### src/rtl/fas_pkg.sv
`timescale 1ns / 1ps

package fas_pkg;

  // Field widths of the single-precision word.
  localparam int FRAC_W = 23;
  localparam int EXP_W  = 8;
  localparam int MAN_W  = FRAC_W + 1;
  // Magnitude of a sum of two aligned mantissas needs one more bit.
  localparam int MAG_W  = MAN_W + 1;
  localparam int POS_W  = 5;
  // Exponent after normalisation, signed, wide enough for -23 .. 256.
  localparam int EADJ_W = EXP_W + 2;

  // Bit position that the leading one of a normalised mantissa occupies.
  localparam logic [POS_W-1:0] NORM_POS = POS_W'(FRAC_W);

  // Operation codes of the request.
  localparam logic REQ_ADD = 1'b0;
  localparam logic REQ_SUB = 1'b1;

  // After alignment: both mantissas on the common exponent.
  typedef struct packed {
    logic              passthru;
    logic [31:0]       word;
    logic              sign_a;
    logic              sign_b;
    logic [MAN_W-1:0]  man_a;
    logic [MAN_W-1:0]  man_b;
    logic [EXP_W-1:0]  exp;
  } align_t;

  // After the signed addition: sign and magnitude of the sum.
  typedef struct packed {
    logic              passthru;
    logic [31:0]       word;
    logic              sign;
    logic [MAG_W-1:0]  mag;
    logic [EXP_W-1:0]  exp;
  } sum_t;

  // After leading-one detection.
  typedef struct packed {
    logic              passthru;
    logic [31:0]       word;
    logic              sign;
    logic [MAG_W-1:0]  mag;
    logic [EXP_W-1:0]  exp;
    logic [POS_W-1:0]  pos;
  } lead_t;

endpackage

### src/rtl/fas_align.sv
`timescale 1ns / 1ps

module fas_align (
  input  logic             clk,
  input  logic             rst_n,
  input  logic             in_valid,
  output logic             in_ready,
  input  logic             in_req_type,
  input  logic [31:0]      in_operand_a,
  input  logic [31:0]      in_operand_b,
  output logic             out_valid,
  input  logic             out_ready,
  output fas_pkg::align_t  out_data
);
  import fas_pkg::*;

  logic [31:0]      b_eff;
  logic [EXP_W-1:0] exp_a;
  logic [EXP_W-1:0] exp_b;
  logic [MAN_W-1:0] man_a;
  logic [MAN_W-1:0] man_b;
  align_t           data_nxt;
  align_t           data_r;
  logic             valid_r;

  // Unpack, detect zero operands and align the smaller mantissa.
  always_comb begin
    b_eff = in_operand_b ^ {(in_req_type == REQ_SUB), 31'b0};
    exp_a = in_operand_a[30:23];
    exp_b = b_eff[30:23];
    man_a = {1'b1, in_operand_a[FRAC_W-1:0]};
    man_b = {1'b1, b_eff[FRAC_W-1:0]};

    data_nxt.passthru = 1'b0;
    data_nxt.word     = '0;
    if (in_operand_a[30:0] == 31'd0) begin
      data_nxt.passthru = 1'b1;
      data_nxt.word     = b_eff;
    end else if (b_eff[30:0] == 31'd0) begin
      data_nxt.passthru = 1'b1;
      data_nxt.word     = in_operand_a;
    end

    data_nxt.sign_a = in_operand_a[31];
    data_nxt.sign_b = b_eff[31];
    if (exp_a > exp_b) begin
      data_nxt.man_a = man_a;
      data_nxt.man_b = man_b >> (exp_a - exp_b);
      data_nxt.exp   = exp_a;
    end else begin
      data_nxt.man_a = man_a >> (exp_b - exp_a);
      data_nxt.man_b = man_b;
      data_nxt.exp   = exp_b;
    end
  end

  // The stage takes a new request when empty or when its content moves on.
  assign in_ready = !valid_r || out_ready;

  always_ff @(posedge clk) begin
    if (!rst_n) begin
      valid_r <= 1'b0;
    end else if (in_ready) begin
      valid_r <= in_valid;
    end
  end

  always_ff @(posedge clk) begin
    if (in_ready && in_valid) begin
      data_r <= data_nxt;
    end
  end

  assign out_valid = valid_r;
  assign out_data  = data_r;

  // The operand with the larger exponent is never shifted.
  a_lead_kept: assert property (@(posedge clk) disable iff (!rst_n)
    (valid_r && !data_r.passthru) |-> (data_r.man_a[MAN_W-1] || data_r.man_b[MAN_W-1]))
    else $error("aligned mantissas lost the leading one");

endmodule

### src/rtl/fas_addsub.sv
`timescale 1ns / 1ps

module fas_addsub (
  input  logic             clk,
  input  logic             rst_n,
  input  logic             in_valid,
  output logic             in_ready,
  input  fas_pkg::align_t  in_data,
  output logic             out_valid,
  input  logic             out_ready,
  output fas_pkg::sum_t    out_data
);
  import fas_pkg::*;

  logic [MAG_W:0] val_a;
  logic [MAG_W:0] val_b;
  logic [MAG_W:0] sum;
  logic [MAG_W:0] mag_full;
  sum_t           data_nxt;
  sum_t           data_r;
  logic           valid_r;

  // Signed addition of the aligned mantissas, then sign and magnitude.
  always_comb begin
    val_a = {2'b00, in_data.man_a};
    val_b = {2'b00, in_data.man_b};
    if (in_data.sign_a) begin
      val_a = ~val_a + (MAG_W+1)'(1);
    end
    if (in_data.sign_b) begin
      val_b = ~val_b + (MAG_W+1)'(1);
    end
    sum      = val_a + val_b;
    mag_full = sum[MAG_W] ? (~sum + (MAG_W+1)'(1)) : sum;

    data_nxt.passthru = in_data.passthru;
    data_nxt.word     = in_data.word;
    data_nxt.sign     = sum[MAG_W];
    data_nxt.mag      = mag_full[MAG_W-1:0];
    data_nxt.exp      = in_data.exp;
    // A cancelled sum gives positive zero.
    if (!in_data.passthru && (sum == '0)) begin
      data_nxt.passthru = 1'b1;
      data_nxt.word     = '0;
    end
  end

  assign in_ready = !valid_r || out_ready;

  always_ff @(posedge clk) begin
    if (!rst_n) begin
      valid_r <= 1'b0;
    end else if (in_ready) begin
      valid_r <= in_valid;
    end
  end

  always_ff @(posedge clk) begin
    if (in_ready && in_valid) begin
      data_r <= data_nxt;
    end
  end

  assign out_valid = valid_r;
  assign out_data  = data_r;

  // Any request that is not passed through carries a non-zero magnitude.
  a_mag_nonzero: assert property (@(posedge clk) disable iff (!rst_n)
    (valid_r && !data_r.passthru) |-> (data_r.mag != '0))
    else $error("zero magnitude reached normalisation");

endmodule

### src/rtl/fas_norm.sv
`timescale 1ns / 1ps

module fas_norm (
  input  logic             clk,
  input  logic             rst_n,
  input  logic             in_valid,
  output logic             in_ready,
  input  fas_pkg::sum_t    in_data,
  output logic             out_valid,
  input  logic             out_ready,
  output logic [31:0]      out_sum_word,
  output logic             out_range_error
);
  import fas_pkg::*;

  lead_t              lead_nxt;
  lead_t              lead_r;
  logic               lead_valid_r;
  logic               lead_ready;
  logic               pack_ready;
  logic [POS_W-1:0]   lsh;
  logic [MAG_W-1:0]   shifted;
  logic [FRAC_W-1:0]  frac;
  logic [EADJ_W-1:0]  exp_adj;
  logic [31:0]        word_nxt;
  logic               err_nxt;
  logic [31:0]        word_r;
  logic               err_r;
  logic               pack_valid_r;

  // Leading-one detection: the highest set bit of the magnitude wins.
  always_comb begin
    lead_nxt.passthru = in_data.passthru;
    lead_nxt.word     = in_data.word;
    lead_nxt.sign     = in_data.sign;
    lead_nxt.mag      = in_data.mag;
    lead_nxt.exp      = in_data.exp;
    lead_nxt.pos      = '0;
    for (int i = 0; i < MAG_W; i++) begin
      if (in_data.mag[i]) begin
        lead_nxt.pos = POS_W'(i);
      end
    end
  end

  assign pack_ready = !pack_valid_r || out_ready;
  assign lead_ready = !lead_valid_r || pack_ready;
  assign in_ready   = lead_ready;

  always_ff @(posedge clk) begin
    if (!rst_n) begin
      lead_valid_r <= 1'b0;
    end else if (lead_ready) begin
      lead_valid_r <= in_valid;
    end
  end

  always_ff @(posedge clk) begin
    if (lead_ready && in_valid) begin
      lead_r <= lead_nxt;
    end
  end

  // Move the leading one to the hidden-bit position and pack the word.
  always_comb begin
    lsh     = NORM_POS - lead_r.pos;
    shifted = lead_r.mag << lsh;
    if (lead_r.pos > NORM_POS) begin
      frac = lead_r.mag[FRAC_W:1];
    end else begin
      frac = shifted[FRAC_W-1:0];
    end
    exp_adj = {2'b00, lead_r.exp} + {{(EADJ_W-POS_W){1'b0}}, lead_r.pos}
              - {{(EADJ_W-POS_W){1'b0}}, NORM_POS};
    if (lead_r.passthru) begin
      word_nxt = lead_r.word;
      err_nxt  = 1'b0;
    end else begin
      word_nxt = {lead_r.sign, exp_adj[EXP_W-1:0], frac};
      err_nxt  = (exp_adj[EADJ_W-1:EXP_W] != 2'b00);
    end
  end

  always_ff @(posedge clk) begin
    if (!rst_n) begin
      pack_valid_r <= 1'b0;
    end else if (pack_ready) begin
      pack_valid_r <= lead_valid_r;
    end
  end

  always_ff @(posedge clk) begin
    if (pack_ready && lead_valid_r) begin
      word_r <= word_nxt;
      err_r  <= err_nxt;
    end
  end

  assign out_valid       = pack_valid_r;
  assign out_sum_word    = word_r;
  assign out_range_error = err_r;

  // The detected position really is the leading one.
  a_lead_pos: assert property (@(posedge clk) disable iff (!rst_n)
    (lead_valid_r && !lead_r.passthru) |-> ((lead_r.mag >> lead_r.pos) == MAG_W'(1)))
    else $error("leading-one position does not match the magnitude");

endmodule

### src/rtl/float32_add_sub_top.sv
`timescale 1ns / 1ps
// Single-precision add/subtract, four register stages: align, add, detect, pack.
// Throughput: one request per cycle while out_ready is high; each stage holds
// one request and moves it on whenever the next stage is free, so stalls
// ripple back without loss.
// Reset (synchronous, active low) clears the stage valid bits only.

module float32_add_sub_top (
  input  logic        clk,
  input  logic        rst_n,
  input  logic        in_valid,
  output logic        in_ready,
  input  logic        in_req_type,
  input  logic [31:0] in_operand_a,
  input  logic [31:0] in_operand_b,
  output logic        out_valid,
  input  logic        out_ready,
  output logic [31:0] out_sum_word,
  output logic        out_range_error
);
  import fas_pkg::*;

  align_t align_data;
  logic   align_valid;
  logic   align_ready;
  sum_t   sum_data;
  logic   sum_valid;
  logic   sum_ready;

  // Stage one: unpack and align.
  fas_align u_align (
    .clk          (clk),
    .rst_n        (rst_n),
    .in_valid     (in_valid),
    .in_ready     (in_ready),
    .in_req_type  (in_req_type),
    .in_operand_a (in_operand_a),
    .in_operand_b (in_operand_b),
    .out_valid    (align_valid),
    .out_ready    (align_ready),
    .out_data     (align_data)
  );

  // Stage two: signed mantissa addition.
  fas_addsub u_addsub (
    .clk       (clk),
    .rst_n     (rst_n),
    .in_valid  (align_valid),
    .in_ready  (align_ready),
    .in_data   (align_data),
    .out_valid (sum_valid),
    .out_ready (sum_ready),
    .out_data  (sum_data)
  );

  // Stages three and four: leading-one detection, normalisation and packing.
  fas_norm u_norm (
    .clk             (clk),
    .rst_n           (rst_n),
    .in_valid        (sum_valid),
    .in_ready        (sum_ready),
    .in_data         (sum_data),
    .out_valid       (out_valid),
    .out_ready       (out_ready),
    .out_sum_word    (out_sum_word),
    .out_range_error (out_range_error)
  );

endmodule

### config.mk
export PLATFORM = sky130hd
export DESIGN_NAME = float32_add_sub_top
export DESIGN_NICKNAME = d
export VERILOG_FILES = /design/src/rtl/fas_pkg.sv /design/src/rtl/fas_align.sv /design/src/rtl/fas_addsub.sv /design/src/rtl/fas_norm.sv /design/src/rtl/float32_add_sub_top.sv
export SDC_FILE = /design/constraint.sdc
export NUM_CORES = 1
export LEC_CHECK = 0
export CAP_MARGIN = 10
export CORE_ASPECT_RATIO = 0.7
export CORE_MARGIN = 2
export CORE_UTILIZATION = 60
export DETAILED_ROUTE_END_ITERATION = 6
export DONT_BUFFER_PORTS = 1
export GPL_TIMING_DRIVEN = 0
export PLACE_DENSITY = 0.76
export SYNTH_ARGS = -nofsm -noshare
export SYNTH_HDL_FRONTEND = slang
export SYNTH_HIERARCHICAL = 1
export SYNTH_SLANG_ARGS = --single-unit
### constraint.sdc
create_clock -name clk -period 7.1 [get_ports clk]
set_input_delay 1.42 -clock clk [delete_from_list [all_inputs] [get_ports clk]]
set_output_delay 1.42 -clock clk [all_outputs]
set_load 0.1 [all_outputs]
# Word-level counts from Yosys, hierarchy flattened
# Cells that the tools add are included.
classes:
  mux: 31
  magnitude_cmp: 2
  n_addsub: 9
  reduce_logical: 19
  bitwise: 4
  n_shift: 3
op_table:
  columns: ["op", "count"]
  rows:
  - ["2-to-1 mux 32 bit", 2]
  - ["2-to-1 mux 4 bit", 16]
  - ["zero test 31 bit", 2]
  - ["2-to-1 mux 55 bit", 1]
  - ["adder 26 x 1 -> 26 bit (second input constant)", 2]
  - ["2-to-1 mux 26 bit", 2]
  - ["NOT 24 -> 26 bit", 2]
  - ["right shift 24 x 8 -> 24 bit", 2]
  - ["2-to-1 mux 33 bit", 1]
  - ["bitwise XOR 32 bit", 1]
  - ["adder 26 bit", 1]
  - ["zero test 26 bit", 1]
  - ["adder 25 x 1 -> 25 bit (second input constant)", 1]
  - ["2-to-1 mux 25 bit", 1]
  - ["NOT 25 bit", 1]
  - ["left shift 25 x 5 -> 23 bit", 1]
  - ["2-to-1 mux 23 bit", 1]
  - ["subtractor 8 bit", 2]
  - ["2-to-1 mux 3 bit", 4]
  - ["subtractor 10 x 5 -> 10 bit (second input constant)", 1]
  - ["adder 8 x 5 -> 9 bit", 1]
  - ["OR reduction 9 bit", 1]
  - ["> comparator 8 bit", 1]
  - ["> comparator 5 bit (second input constant)", 1]
  - ["7 further kinds", 19]
totals:
  regBits: 267
  word_cells: 95

# Logic depth before layout (Yosys ltp)
depth:
  word_depth: 23
  ltp_mapped: 18
  ltp_nobuf: 17

# Cells and area by module
# The synthesis kept the hierarchy.
modules_own_cells:
  columns: ["module", "n_inst", "seq_area_each_um2", "area_each_um2", "cells_per_inst"]
  rows:
  - ["fas_align", 1, 2752.6, 6911.6, 675]
  - ["fas_norm", 1, 3163.0, 5505.3, 433]
  - ["fas_addsub", 1, 2031.9, 5406.4, 560]

# Worst setup path before layout
# OpenSTA, ideal clock, no wires.
synth_timing:
  path_type: "input to register"
  startpoint: "in out_ready"
  endpoint: "reg u_align.data_r, in the netlist u_align/out_data[0] (enable)"
  setup_ps: 459
  arrival_time_ps: 4696
  required_ps: 6641
  cell_stages: 5
  slack_ps: 1945
  path_buffers: 0
  path_cell_list: "nor2b_1 nand2_1 nand2b_1 nand2b_1 and2_1"
synth_between:
  elab_chain_len: 5
synth_lines:
  columns: ["element", "line_no", "rtl"]
  rows:
  - ["start: declaration", "float32_add_sub_top.sv:17", "input logic out_ready,"]
  - ["logical OR 1 bit", "fas_norm.sv:46", "assign pack_ready = !pack_valid_r || out_ready;"]
  - ["logical OR 1 bit", "fas_norm.sv:47", "assign lead_ready = !lead_valid_r || pack_ready;"]
  - ["via sum_ready", "float32_add_sub_top.sv:28", "logic sum_ready;"]
  - ["logical OR 1 bit", "fas_addsub.sv:48", "assign in_ready = !valid_r || out_ready;"]
  - ["via align_ready", "float32_add_sub_top.sv:25", "logic align_ready;"]
  - ["logical OR 1 bit", "fas_align.sv:58", "assign in_ready = !valid_r || out_ready;"]
  - ["via in_ready", "float32_add_sub_top.sv:12", "output logic in_ready,"]
  - ["logical AND 1 bit", "fas_align.sv:69", "if (in_ready && in_valid) begin"]
  - ["end signal: assignment", "fas_align.sv:70", "data_r <= data_nxt;"]
  - ["end: declaration", "fas_align.sv:23", "align_t data_r;"]
# The timed path passes the listed nets, and every way through them passes these cells.
# A chain may end at the register's enable or synchronous reset.

# Final worst setup path
layout_timing:
  startpoint: "reg u_align.data_r, in the netlist u_align/out_data[37]"
  endpoint: "reg u_addsub.data_r, in the netlist u_addsub/out_data[59], data pin"
layout_between:
  elab_chain_len: 6
layout_lines:
  columns: ["element", "line_no", "rtl"]
  rows:
  - ["NOT 24 -> 26 bit", "fas_addsub.sv:28", "val_a = ~val_a + (MAG_W+1)'(1);"]
  - ["adder 26 x 1 -> 26 bit", "fas_addsub.sv:28", null]
  - ["2-to-1 mux 26 bit *", "fas_addsub.sv:27", "if (in_data.sign_a) begin"]
  - ["adder 26 bit *", "fas_addsub.sv:33", "sum = val_a + val_b;"]
  - ["zero test 26 bit *", "fas_addsub.sv:42", "if (!in_data.passthru && (sum == '0)) begin"]
  - ["logical AND 1 bit *", "fas_addsub.sv:42", null]
  - ["end signal: assignment", "fas_addsub.sv:60", "data_r <= data_nxt;"]
  - ["end: declaration", "fas_addsub.sv:20", "sum_t data_r;"]
# Every way passes the cells marked *; elsewhere a longest branch is shown, timed or not.

==> results.sh <==
export IMPL_power_density_nw_per_um2=283.4
export IMPL_port_buffers=0
export IMPL_synth_async_sr_flop_share_pct=0
export IMPL_synthCells=1668
export IMPL_ys_seq_area_share_pct=44.59
export IMPL_rsz0062_at_grt="no"
export IMPL_num_vias=14548
export IMPL_synthDominantCellAreaShare_pct=44.14
export IMPL_multi_input_area_um2=9141
export IMPL_grt_pass1_wl_mm=82.61
export IMPL_start_util_pct=61.28
export IMPL_p_total_mw=5.428
export IMPL_pre_cts_ws_ps=883.8
export IMPL_clock_tree_root_cell="clkbuf_16"
export IMPL_crit_required_ps=7330
export IMPL_finalNonFillerCells=2095
export IMPL_vias_per_cell=6.944
export IMPL_vdd_drop_max_uv=171.8
export IMPL_nets=1832
export IMPL_cp_arrival_ps=6670
export IMPL_slew_viol_final=0
export IMPL_grt_max_degree=79
export IMPL_cap_violations=0
export IMPL_syn_nets=1801
export IMPL_cts_tree="built"
export IMPL_max_slew_margin_rel_pct=16.45
export IMPL_timing_final_ws_setup_ps=661.6
export IMPL_drive_gt1_share_pct=10.31
export IMPL_path_clk_slew_ps=60
export IMPL_setup_violations=0
export IMPL_cts_sinks=266
export IMPL_ys_seq_elements=266
export IMPL_yosysTopAreaCell="edfxtp_1"
export IMPL_rows=52
export IMPL_cp_start_kind="flop"
export IMPL_synth_area_leaders="edfxtp_1 (44%), mux4_2 (4.4%), ha_1 (4.2%)"
export IMPL_mappedNetlistArea_um2=17820
export IMPL_outcome="finished clean"
export IMPL_dr_pass1_iters=6
export IMPL_wl_per_cell_um=26.37
export IMPL_crit_fanout=10
export IMPL_hold_class="flop to flop"
export IMPL_synth_main_ff_cell="edfxtp_1"
export IMPL_finalCritPeriodShare_pct=90.68
export IMPL_cts_buffers=26
export IMPL_critPathKind="flop to flop"
export IMPL_clock_latency_ps=540
export IMPL_ant_nets=0
export IMPL_power_leakage_nw=6.813
export IMPL_dp_cells=2048
export IMPL_syn_to_final_growth_pct=7.448
export IMPL_cts_buffer_depth=3
export IMPL_ios=104
export IMPL_core_region_area_um2=29080
export IMPL_cp_end_kind="flop"
export IMPL_fin_crit_ps=6438
export IMPL_synth_edff_count=262
export IMPL_drtIter0Drc=2000
export IMPL_overflow=0
export IMPL_drc=0
export IMPL_fillCellCount=2200
export IMPL_grt_antenna_before_repair=1
export IMPL_ff_latch_area_um2=7948
export IMPL_grtUsageTotal_pct=35.12
export IMPL_clock_fmax_mhz=155.3
export IMPL_die_h_um=148.2
export IMPL_worst_pin_slew_ps=1244
export IMPL_grt_pass1_vias=13445
export IMPL_die_area_um2=31120
export IMPL_die_w_um=210
export IMPL_hold_buffers=0
export IMPL_ys_types=87
export IMPL_skew_ps=20.66
export IMPL_hold_slack_ps=408.5
export IMPL_cts_max_level=1
export IMPL_avgSynthCellArea_um2=10.69
export IMPL_gp_congestion=1.057
export IMPL_cts_resized=0
export IMPL_ys_warnings_count=6
export IMPL_diodes=0
export IMPL_detail_route_wirelength_mm=55.25
export IMPL_place_hpwl_mm=42.56
export IMPL_final_hold_viol_count=0
export IMPL_setup_tns_ps=0
export IMPL_cts_setup_buffers=0
## routing by layer
layer	global-route usage (%)	vias up	routed length, um
met4	11.35	2	2000
met5	0	-	38
met3	6.630	146	5331
li1	-	6491	-
met2	52.94	924	23700
met1	51.71	6985	24180
## path summary, 6_finish.rpt
kind         depth (start not counted)                   from  slack, ps                    end
max                                 15   u_align/out_data[37]        660  u_addsub/out_data[59]
max reg2reg                         15   u_align/out_data[37]        660  u_addsub/out_data[59]
min                                  0  u_addsub/out_data[66]        410      u_norm/lead_r[71]
min reg2reg                          0  u_addsub/out_data[66]        410      u_norm/lead_r[71]
## Yosys cell counts, drive strengths merged (38+ instances only)
cell type / n
edfxtp: 262
inv: 64
o21ai: 106
nand3: 47
mux4: 38
mux2i: 59
a22o: 38
xnor2: 74
ha: 60
nor2: 95
clkbuf: 53
buf: 44
a21oi: 97
nand2: 170
## sequential cells by signal, summed over array words and instances, names as in the netlist
signal / flops
u_addsub/out_data: 67
u_addsub/out_valid: 1
u_align/out_data: 91
u_align/out_valid: 1
u_norm/lead_r: 71
u_norm/lead_valid_r: 1
u_norm/out_range_error: 1
u_norm/out_sum_word: 32
u_norm/out_valid: 1
## placed cells by master, fill, tap and decap left out, drive strengths merged, types with 15 or more instances in the layout
cell	count
a31oi	17
mux4	38
and3	15
inv	64
a21boi	36
a21oi	97
nor2b	16
a32o	15
o31ai	24
a211oi	18
nor3	19
nor2	95
mux2i	59
xor2	25
clkbuf	90
xnor2	74
edfxtp	262
buf	46
or3	22
o21ai	106
mux2	23
nand3	47
nand2	170
nor4	24
a221oi	16
ha	60
a22o	38
## layout make-up
type                            count  share of cell area [%]
Tap cell                          378                   2.470
Timing Repair Buffer                3                  0.3136
Clock inverter                     10                  0.3136
Clock buffer                       36                   3.757
Inverter                           64                   1.254
Buffer                             97                   2.659
Sequential cell                   266                   41.50
Multi-Input combinational cell   1241                   47.73
## cell families after synthesis
| kind of cell | Yosys count | share of synthesized area, % |
|---|---|---|
| buf+inv | 161 | 4.205 |
| flops | 266 | 44.59 |
| compound gates | 476 | 18.62 |
| mux | 120 | 9.653 |
| xor+xnor | 99 | 5.054 |
| simple gates | 482 | 13.22 |
| fa+ha+maj | 64 | 4.661 |
## worst max-delay path, cell delays in order, from the launching register on
cell and delay (ps):
edfxtp_1 440, or4_1 610, or2_2 340, o41ai_1 370
xnor2_1 220, ha_1 280, clkbuf_1 220, a21oi_1 390
o21ai_0 200, a211oi_1 710, a221oi_1 270, a221o_1 330
nor4_1 670, and4_1 490, clkbuf_1 380, a21boi_1 220
## metrics by stage
stage / util [%] / area, um^2
CTS: 65.83 / 19150
global placement: 62.91 / 18300
floorplan: - / 17820
detailed placement: 63.15 / 18370
finish: 65.85 / 19150
global route: 65.85 / 19150
## report_power, final
| part | internal (mW) | switching [mW] | leakage [nW] |
|---|---|---|---|
| sequential | 1.95 | 0.146 | 2.48 |
| combinational | 0.777 | 1.30 | 3.95 |
| clock | 0.707 | 0.548 | 0.378 |
No activity file was read; power rests on OpenSTA's default activity.
